===== config.mk =====
export PLATFORM = sky130hd
export DESIGN_NAME = vector_angle_full_turn_top_flat
export DESIGN_NICKNAME = d
export VERILOG_FILES = /design/src/sv/vaft_pkg.sv /design/src/sv/vaft_if.sv /design/src/sv/vaft_prerot.sv /design/src/sv/vaft_cordic.sv /design/src/sv/vaft_finish.sv /design/src/sv/vector_angle_full_turn_top.sv /design/src/flat_wrapper.sv
export SDC_FILE = /design/constraint.sdc
export NUM_CORES = 2
export LEC_CHECK = 0
export ABC_CLOCK_PERIOD_IN_PS = 7510
export BUFFER_PORTS_ARGS = -buffer_cell sky130_fd_sc_hd__buf_4
export CORE_MARGIN = 2
export CORE_UTILIZATION = 26
export CTS_CLUSTER_DIAMETER = 40
export CTS_CLUSTER_SIZE = 12
export DETAILED_ROUTE_END_ITERATION = 10
export GPL_ROUTABILITY_DRIVEN = 0
export PLACE_DENSITY = 0.38
export SYNTH_ARGS = -nofsm -noshare
export SYNTH_HDL_FRONTEND = slang
export SYNTH_SLANG_ARGS = --single-unit

===== constraint.sdc =====
create_clock -name i_clk -period 7.51 [get_ports i_clk]
set_input_delay 0.3755 -clock i_clk [delete_from_list [all_inputs] [get_ports i_clk]]
set_output_delay 0.3755 -clock i_clk [all_outputs]
set_load 0.02 [all_outputs]

===== src/sv/vaft_pkg.sv =====
`timescale 1ns / 1ps
// Shared types and constants for the full-turn vector angle pipeline.
package vaft_pkg;

    // Field widths
    localparam int INPUT_BITS    = 16;
    localparam int OUT_W         = 16;

    // CORDIC configuration
    localparam int CORDIC_STAGES = 16;
    localparam int TABLE_LEN     = 24;
    localparam int NUM_STAGES    = (CORDIC_STAGES > TABLE_LEN) ? TABLE_LEN : CORDIC_STAGES;
    localparam int GUARD_BITS    = 8;

    // x/y datapath: sign, one bit for -min negation, guard bits, two bits of CORDIC growth
    localparam int XY_W          = INPUT_BITS + GUARD_BITS + 3;

    // Angle datapath, units of 2^-24 rad
    localparam int ANG_FRAC      = 24;
    localparam int OUT_FRAC      = 13;
    localparam int RND_SHIFT     = ANG_FRAC - OUT_FRAC;
    localparam int Z_W           = 28;
    localparam int TOT_W         = Z_W - 1;

    localparam logic signed [Z_W-1:0] PI_FIX     = 28'sd52707179;
    localparam logic signed [Z_W-1:0] TWO_PI_FIX = 28'sd105414357;
    localparam logic [TOT_W:0]        RND_HALF   = (TOT_W + 1)'(1) << (RND_SHIFT - 1);
    localparam logic [OUT_W:0]        FULL_TURN_OUT = 17'd51472;

    // atan(2^-i) * 2^24, rounded to nearest
    localparam logic signed [Z_W-1:0] ATAN_TAB [TABLE_LEN] = '{
        28'sd13176795, 28'sd7778716, 28'sd4110060, 28'sd2086331,
        28'sd1047214,  28'sd524117,  28'sd262123,  28'sd131069,
        28'sd65536,    28'sd32768,   28'sd16384,   28'sd8192,
        28'sd4096,     28'sd2048,    28'sd1024,    28'sd512,
        28'sd256,      28'sd128,     28'sd64,      28'sd32,
        28'sd16,       28'sd8,       28'sd4,       28'sd2
    };

    // Payload carried through the rotation stages
    typedef struct packed {
        logic                  zero;
        logic signed [XY_W-1:0] x;
        logic signed [XY_W-1:0] y;
        logic signed [Z_W-1:0]  z;
    } t_vec;

endpackage


===== src/sv/vaft_if.sv =====
`timescale 1ns / 1ps
// Input channel: one vector per transaction.
interface vaft_in_if;
    logic                                   valid;
    logic                                   ready;
    logic signed [vaft_pkg::INPUT_BITS-1:0] x_coord;
    logic signed [vaft_pkg::INPUT_BITS-1:0] y_coord;

    modport source (output valid, output x_coord, output y_coord, input ready);
    modport sink   (input valid, input x_coord, input y_coord, output ready);
endinterface

// Output channel: one angle per transaction.
interface vaft_out_if;
    logic                            valid;
    logic                            ready;
    logic [vaft_pkg::OUT_W-1:0]      angle;
    logic                            zero_vector;

    modport source (output valid, output angle, output zero_vector, input ready);
    modport sink   (input valid, input angle, input zero_vector, output ready);
endinterface


===== src/sv/vaft_prerot.sv =====
`timescale 1ns / 1ps
// Input stage: zero detect, turn left half-plane vectors by pi, add guard bits.
module vaft_prerot (
    input  logic           i_clk,
    input  logic           i_rst_n,
    vaft_in_if.sink        i_in,
    input  logic           i_ready,
    output logic           o_valid,
    output vaft_pkg::t_vec o_vec
);

    logic                                 r_valid;
    vaft_pkg::t_vec                       r_vec;
    vaft_pkg::t_vec                       n_vec;
    logic                                 w_en;
    logic                                 w_neg;
    logic signed [vaft_pkg::INPUT_BITS:0] w_x;
    logic signed [vaft_pkg::INPUT_BITS:0] w_y;
    logic signed [vaft_pkg::INPUT_BITS:0] w_xa;
    logic signed [vaft_pkg::INPUT_BITS:0] w_ya;

    localparam int EXT_W = vaft_pkg::XY_W - vaft_pkg::INPUT_BITS - 1 - vaft_pkg::GUARD_BITS;

    // Stage advances when empty or when downstream takes its content
    assign w_en       = !r_valid || i_ready;
    assign i_in.ready = w_en;

    // Rotate by pi when x is negative; widened by one bit so -min fits
    always_comb begin
        w_x   = {i_in.x_coord[vaft_pkg::INPUT_BITS-1], i_in.x_coord};
        w_y   = {i_in.y_coord[vaft_pkg::INPUT_BITS-1], i_in.y_coord};
        w_neg = i_in.x_coord[vaft_pkg::INPUT_BITS-1];
        w_xa  = w_neg ? -w_x : w_x;
        w_ya  = w_neg ? -w_y : w_y;
        n_vec.zero = (i_in.x_coord == '0) && (i_in.y_coord == '0);
        n_vec.x    = {{EXT_W{w_xa[vaft_pkg::INPUT_BITS]}}, w_xa, {vaft_pkg::GUARD_BITS{1'b0}}};
        n_vec.y    = {{EXT_W{w_ya[vaft_pkg::INPUT_BITS]}}, w_ya, {vaft_pkg::GUARD_BITS{1'b0}}};
        n_vec.z    = w_neg ? vaft_pkg::PI_FIX : '0;
    end

    always_ff @(posedge i_clk) begin
        if (!i_rst_n) begin
            r_valid <= 1'b0;
        end else if (w_en) begin
            r_valid <= i_in.valid;
        end
    end

    always_ff @(posedge i_clk) begin
        if (w_en && i_in.valid) begin
            r_vec <= n_vec;
        end
    end

    assign o_valid = r_valid;
    assign o_vec   = r_vec;

endmodule


===== src/sv/vaft_cordic.sv =====
`timescale 1ns / 1ps
// CORDIC vectoring pipeline: one micro-rotation per register stage.
module vaft_cordic (
    input  logic           i_clk,
    input  logic           i_rst_n,
    input  logic           i_valid,
    input  vaft_pkg::t_vec i_vec,
    output logic           o_ready,
    output logic           o_valid,
    output vaft_pkg::t_vec o_vec,
    input  logic           i_ready
);

    logic [vaft_pkg::NUM_STAGES-1:0] r_v;
    vaft_pkg::t_vec                  r_s [vaft_pkg::NUM_STAGES];
    logic [vaft_pkg::NUM_STAGES:0]   w_en;

    assign w_en[vaft_pkg::NUM_STAGES] = i_ready;
    assign o_ready = w_en[0];

    for (genvar k = 0; k < vaft_pkg::NUM_STAGES; k++) begin : g_stage
        logic           w_pv;
        vaft_pkg::t_vec w_pd;
        vaft_pkg::t_vec n_s;
        logic signed [vaft_pkg::XY_W-1:0] w_xs;
        logic signed [vaft_pkg::XY_W-1:0] w_ys;

        if (k == 0) begin : g_first
            assign w_pv = i_valid;
            assign w_pd = i_vec;
        end else begin : g_next
            assign w_pv = r_v[k-1];
            assign w_pd = r_s[k-1];
        end

        // Stage ready ripples back from the output side
        assign w_en[k] = !r_v[k] || w_en[k+1];

        // Micro-rotation toward y = 0; shifts round toward minus infinity
        always_comb begin
            w_xs   = w_pd.x >>> k;
            w_ys   = w_pd.y >>> k;
            n_s    = w_pd;
            if (w_pd.y[vaft_pkg::XY_W-1]) begin
                n_s.x = w_pd.x - w_ys;
                n_s.y = w_pd.y + w_xs;
                n_s.z = w_pd.z - vaft_pkg::ATAN_TAB[k];
            end else begin
                n_s.x = w_pd.x + w_ys;
                n_s.y = w_pd.y - w_xs;
                n_s.z = w_pd.z + vaft_pkg::ATAN_TAB[k];
            end
        end

        always_ff @(posedge i_clk) begin
            if (!i_rst_n) begin
                r_v[k] <= 1'b0;
            end else if (w_en[k]) begin
                r_v[k] <= w_pv;
            end
        end

        always_ff @(posedge i_clk) begin
            if (w_en[k] && w_pv) begin
                r_s[k] <= n_s;
            end
        end
    end

    assign o_valid = r_v[vaft_pkg::NUM_STAGES-1];
    assign o_vec   = r_s[vaft_pkg::NUM_STAGES-1];

endmodule


===== src/sv/vaft_finish.sv =====
`timescale 1ns / 1ps
// Output stages: fold into [0, 2*pi), then round to 2^-13 rad and wrap a full turn.
module vaft_finish (
    input  logic           i_clk,
    input  logic           i_rst_n,
    input  logic           i_valid,
    input  vaft_pkg::t_vec i_vec,
    output logic           o_ready,
    vaft_out_if.source     o_out
);

    logic                          r1_v;
    logic                          r1_zero;
    logic [vaft_pkg::TOT_W-1:0]    r1_tot;
    logic [vaft_pkg::TOT_W-1:0]    n1_tot;
    logic signed [vaft_pkg::Z_W-1:0] w_fold;

    logic                          r2_v;
    logic                          r2_zero;
    logic [vaft_pkg::OUT_W-1:0]    r2_angle;
    logic [vaft_pkg::OUT_W-1:0]    n2_angle;
    logic [vaft_pkg::TOT_W:0]      w_sum;
    logic [vaft_pkg::OUT_W:0]      w_q;

    logic                          w_en1;
    logic                          w_en2;

    assign w_en2   = !r2_v || o_out.ready;
    assign w_en1   = !r1_v || w_en2;
    assign o_ready = w_en1;

    // Negative angles get a full turn added
    always_comb begin
        w_fold = i_vec.z[vaft_pkg::Z_W-1] ? (i_vec.z + vaft_pkg::TWO_PI_FIX) : i_vec.z;
        n1_tot = w_fold[vaft_pkg::TOT_W-1:0];
    end

    // Round half up, a result of exactly 2*pi wraps to zero
    always_comb begin
        w_sum = {1'b0, r1_tot} + vaft_pkg::RND_HALF;
        w_q   = w_sum[vaft_pkg::TOT_W:vaft_pkg::RND_SHIFT];
        if (r1_zero) begin
            n2_angle = '0;
        end else if (w_q >= vaft_pkg::FULL_TURN_OUT) begin
            n2_angle = vaft_pkg::OUT_W'(w_q - vaft_pkg::FULL_TURN_OUT);
        end else begin
            n2_angle = w_q[vaft_pkg::OUT_W-1:0];
        end
    end

    always_ff @(posedge i_clk) begin
        if (!i_rst_n) begin
            r1_v <= 1'b0;
            r2_v <= 1'b0;
        end else begin
            if (w_en1) begin
                r1_v <= i_valid;
            end
            if (w_en2) begin
                r2_v <= r1_v;
            end
        end
    end

    always_ff @(posedge i_clk) begin
        if (w_en1 && i_valid) begin
            r1_tot  <= n1_tot;
            r1_zero <= i_vec.zero;
        end
        if (w_en2 && r1_v) begin
            r2_angle <= n2_angle;
            r2_zero  <= r1_zero;
        end
    end

    assign o_out.valid       = r2_v;
    assign o_out.angle       = r2_angle;
    assign o_out.zero_vector = r2_zero;

endmodule


===== src/sv/vector_angle_full_turn_top.sv =====
`timescale 1ns / 1ps
// Channel   Dir  Payload                        Handshake
// i_in      in   x_coord[15:0] s, y_coord[15:0] s valid/ready
// o_out     out  angle[15:0] u, zero_vector     valid/ready
//
// One input stage, 16 CORDIC micro-rotation stages, one fold stage and
// one rounding/output stage; one transaction per cycle unless stalled.
// i_rst_n is synchronous, active low, and clears only the stage valid bits.
// Each stage holds its item while the next one is full and stalled; ready
// ripples back stage by stage, so bubbles are squeezed out during a stall.
module vector_angle_full_turn_top (
    input  logic       i_clk,
    input  logic       i_rst_n,
    vaft_in_if.sink    i_in,
    vaft_out_if.source o_out
);

    logic           w_pre_valid;
    vaft_pkg::t_vec w_pre_vec;
    logic           w_pre_ready;
    logic           w_cor_valid;
    vaft_pkg::t_vec w_cor_vec;
    logic           w_cor_ready;

    vaft_prerot u_prerot (
        .i_clk   (i_clk),
        .i_rst_n (i_rst_n),
        .i_in    (i_in),
        .i_ready (w_pre_ready),
        .o_valid (w_pre_valid),
        .o_vec   (w_pre_vec)
    );

    vaft_cordic u_cordic (
        .i_clk   (i_clk),
        .i_rst_n (i_rst_n),
        .i_valid (w_pre_valid),
        .i_vec   (w_pre_vec),
        .o_ready (w_pre_ready),
        .o_valid (w_cor_valid),
        .o_vec   (w_cor_vec),
        .i_ready (w_cor_ready)
    );

    vaft_finish u_finish (
        .i_clk   (i_clk),
        .i_rst_n (i_rst_n),
        .i_valid (w_cor_valid),
        .i_vec   (w_cor_vec),
        .o_ready (w_cor_ready),
        .o_out   (o_out)
    );

    // Angle always lies below a full turn
    a_angle_range: assert property (@(posedge i_clk) disable iff (!i_rst_n)
        o_out.valid |-> ({1'b0, o_out.angle} < vaft_pkg::FULL_TURN_OUT))
        else $error("angle at or beyond a full turn");

    // A zero vector always reports angle zero
    a_zero_angle: assert property (@(posedge i_clk) disable iff (!i_rst_n)
        (o_out.valid && o_out.zero_vector) |-> (o_out.angle == '0))
        else $error("zero vector with nonzero angle");

    // With the output stage empty, nothing can hold back the input
    a_ready_when_empty: assert property (@(posedge i_clk) disable iff (!i_rst_n)
        !o_out.valid |-> i_in.ready)
        else $error("input stalled while output stage empty");

endmodule


===== src/flat_wrapper.sv =====
// flat-port wrapper written by rule: the top's interface ports become plain ports
module vector_angle_full_turn_top_flat 
  (i_clk, i_rst_n, i_in_valid, i_in_x_coord, i_in_y_coord, i_in_ready, o_out_valid, o_out_angle, o_out_zero_vector, o_out_ready);
  vaft_in_if i_in_i ();
  vaft_out_if o_out_i ();
  input  logic i_clk;
  input  logic i_rst_n;
  input wire logic [$bits(i_in_i.valid)-1:0] i_in_valid;
  input wire logic [$bits(i_in_i.x_coord)-1:0] i_in_x_coord;
  input wire logic [$bits(i_in_i.y_coord)-1:0] i_in_y_coord;
  output wire logic [$bits(i_in_i.ready)-1:0] i_in_ready;
  output wire logic [$bits(o_out_i.valid)-1:0] o_out_valid;
  output wire logic [$bits(o_out_i.angle)-1:0] o_out_angle;
  output wire logic [$bits(o_out_i.zero_vector)-1:0] o_out_zero_vector;
  input wire logic [$bits(o_out_i.ready)-1:0] o_out_ready;
  assign i_in_i.valid = i_in_valid;
  assign i_in_i.x_coord = i_in_x_coord;
  assign i_in_i.y_coord = i_in_y_coord;
  assign i_in_ready = i_in_i.ready;
  assign o_out_valid = o_out_i.valid;
  assign o_out_angle = o_out_i.angle;
  assign o_out_zero_vector = o_out_i.zero_vector;
  assign o_out_i.ready = o_out_ready;
  vector_angle_full_turn_top u_core (.i_clk(i_clk), .i_rst_n(i_rst_n), .i_in(i_in_i), .o_out(o_out_i));
endmodule

==> qor.yml <==
outcome:
  status: "finished with violations"
  violations: "design-rule violations"
critical_path:
  crit_path_end_kind: "register"
  cp_max_fo: 6
  cp-start-kind: "register"
  path_class: "reg -> reg"
  required_ns: 8.14
  critPathArrivalTime_ns: 5.88
logic_synthesis:
  synthTopCellsByArea: "edfxtp_1, ha_1, xnor2_1"
  ys_types: 101
  seq_area_frac_synth_pct: 39.6
  async_flop_share_pct: 0
  avgSynthCellArea_um2: 9.99
  syn_inst: 9295
  synth_edf_count: 1212
  post-synth-top-area-cell: "edfxtp_1"
  synth.most_common_cell: "edfxtp_1"
  synth_top_area_share_pct: 39.2
  yosysWarnings: 0
  syn_area_um2: 92900
  synthTopCellsByCount: "edfxtp_1, ha_1, xnor2_1"
  synthFlopType: "edfxtp_1"
  ys_seq_elements: 1231
  synthesis.nets: 10400
clock_tree:
  clock_latency_ns: 0.88
  cts_root_buf: "clkbuf_16"
  cts_buffers: 262
  cts.sinks: 1231
  cts_setup_buffers: 0
  clk_pin_slew_ns: 0.06
  cts_tree: "done"
  cts_buffer_depth: 4
  htreeDepth: 5
run:
  max-cap-violations: 0
floorplanning:
  initial_core_util_pct: 26.1
  die_y_um: 602
  die_width_um: 602
  core_area_um2: 356000
  io_pins: 55
  dieArea_um2: 362000
  fp-row-count: 219
sta:
  period_share_pct: 69.9
  rsz0062_at_grt: "false"
  layout_min_cycle_time_ns: 5.25
  fmax_ghz: 0.190
  finClkSkew_ns: 0.0766
  drv_slew: 0
  final.setup.tns_ns: 0
  maxSlewHeadroom_pct: 12.6
  hold_viol_final: 0
  worstMarginPinSlew_ns: 1.31
  setup_violations: 0
pwr:
  p_per_area_nw_per_um2: 192
  ir_drop_uv: 171
  leakage_nw: 42.2
  finalPower_mw: 20.9
placement:
  dp_hpwl_mm: 213
  portBuffers: 54
  placement.cell_area_um2: 99300
global_route:
  grt_pass1_wl_mm: 413
  grt_pass1_vias: 69700
  track_usage_pct: 14.4
  grt_overflow: 0
  antenna_found_initial: 7
  grt_max_degree: 79
final_layout:
  multi_input_area_um2: 54100
  fin_area_um2: 109000
  layout.area.seq_um2: 36800
  syn2layout_area_growth_pct: 17.0
  n_fill_cell: 36800
  final_nets: 10700
  utilization_pct: 30.5
  drive_gt1_share_pct: 6.88
detailed_routing:
  dr.pass1.iters: 8
  first_iter_violations: 3991
  totalWireLength_mm: 267
  drt-vias-per-instance: 4.79
  antenna_left: 0
  drc: 4
  num_vias: 69800
  wl_per_cell_um: 18.3
min_path:
  min_path_type: "in -> reg"
flip-flops by register name, indices dropped and copies added, names as in the netlist:
register,flops
u_core.u_finish.o_out.angle,16
u_core.u_cordic.r_s,1141
u_core.u_prerot.o_valid,1
u_core.u_cordic.o_valid,1
u_core.u_finish.r1_v,1
u_core.u_finish.r1_zero,1
u_core.u_finish.r1_tot,17
u_core.u_finish.o_out.zero_vector,1
u_core.u_finish.o_out.valid,1
u_core.u_cordic.g_stage.w_pv,15
u_core.u_prerot.o_vec,36
where the power goes:
part	switching [mW]	total, mW	internal (mW)	leakage (nW)
Sequential	0.121	7.79	7.67	11.1
Clock	3.99	11.5	7.52	4.22
Combinational	0.879	1.55	0.669	26.8
Total	4.99	20.9	15.9	42.2
stage by stage:
step | cells | worst slack [ns] | hold WS [ns]
5_1_grt | 14600 | 1.74 | 0.230
3_3_place_gp | 14000 | 2.16 | 0.402
6_report | 14600 | 2.26 | 0.278
4_1_cts | 14600 | 2.30 | 0.176
2_1_floorplan | 9295 | 0.353 | 0.400
3_5_place_dp | 14000 | 2.28 | 0.405
cell usage in the layout (no fill, tap or decap), types with 31 or more instances in the layout:
cell type      synthesis  layout
o211ai_1              34      34
nor2b_1              171     163
nand2b_1             105     105
mux2_2                31      31
or2_2                 35      35
nand4_1               31      31
o21bai_1             102     102
or3_1                 81      81
a21boi_0              51      44
nor3_1               322     322
buf_4                  1     109
a21oi_1              835     835
and2_1                54      52
fa_1                  39      39
edfxtp_1            1212    1212
a211o_1               38      38
a21o_1               276     276
xor2_1               418     418
nand3_1              171     171
clkbuf_1              88      32
dlygate4sd3_1          0      46
nand2_1              505     505
clkbuf_16              0     268
o21a_1               145     145
a31oi_1               98      96
inv_1                438     438
o31ai_1               43      43
ha_1                1022    1022
nor4_1                63      61
o21ai_0              369     369
xnor2_1              913     913
nor2_1               900     900
a211oi_1              86      86
and3_1               128     128
final cells by class:
| type | instances | share of cell area, % |
|---|---|---|
| Sequential cell | 1231 | 33.9 |
| Inverter | 440 | 1.52 |
| Clock inverter | 170 | 1.81 |
| Multi-Input combinational cell | 7505 | 49.9 |
| Clock buffer | 300 | 6.29 |
| Tap cell | 4751 | 5.47 |
| Antenna cell | 5 | 0.0115 |
| Timing Repair Buffer | 155 | 1.18 |
repair_timing:
action                     in CTS  in global routing
hold endpoints to repair       54                  0
resized for setup               0                  0
hold buffers                   46                  0
setup endpoints to repair       0                  0
final timing paths:
path	start	to	slack, ns	cells after the start
worst max register to register	u_core.u_cordic.r_s[0][648]	u_core.u_cordic.r_s[1][53]	2.26	15
worst min-delay path	i_in_y_coord[0]	u_core.u_prerot.o_vec[36]	0.28	2
worst max-delay path	u_core.u_cordic.r_s[0][648]	u_core.u_cordic.r_s[1][53]	2.26	15
worst min register to register	u_core.u_cordic.r_s[1][331]	u_core.u_cordic.r_s[1][414]	0.38	0
cells by family after synthesis:
group	share of synthesized area (%)
AO/OA/AOI/OAI	16.4
XOR/XNOR	12.6
adder cells (fa/ha/maj)	14.6
buffers and inverters	2.27
flip-flops	39.6
multiplexers	0.619
other	0.00404
AND/OR/NAND/NOR	13.9
layer usage:
layer	up-vias	track usage, %	wire length [um]	part of all wire, %
li1	34900	-	-	-
met2	1095	24.6	126000	47
met3	373	1.58	8020	3.0
met4	0	4.45	7680	2.9
met5	-	0	0	0
met1	33400	19.1	125000	47
worst max-delay path: stages (launching register included):
cell      delay, ns
edfxtp_1       0.47
or4_1          0.59
nor4b_1        0.95
nor2_1         0.12
xnor2_1        0.25
ha_1           0.32
and4_1         0.19
a21oi_1        0.16
o21ai_0        0.14
nor4_1         0.56
o21ai_0        0.24
o21ai_0        0.47
o211ai_1       0.20
a21oi_1        0.16
o21bai_1       0.08
xor2_1         0.14
No activity file was read; power rests on OpenSTA's default activity.
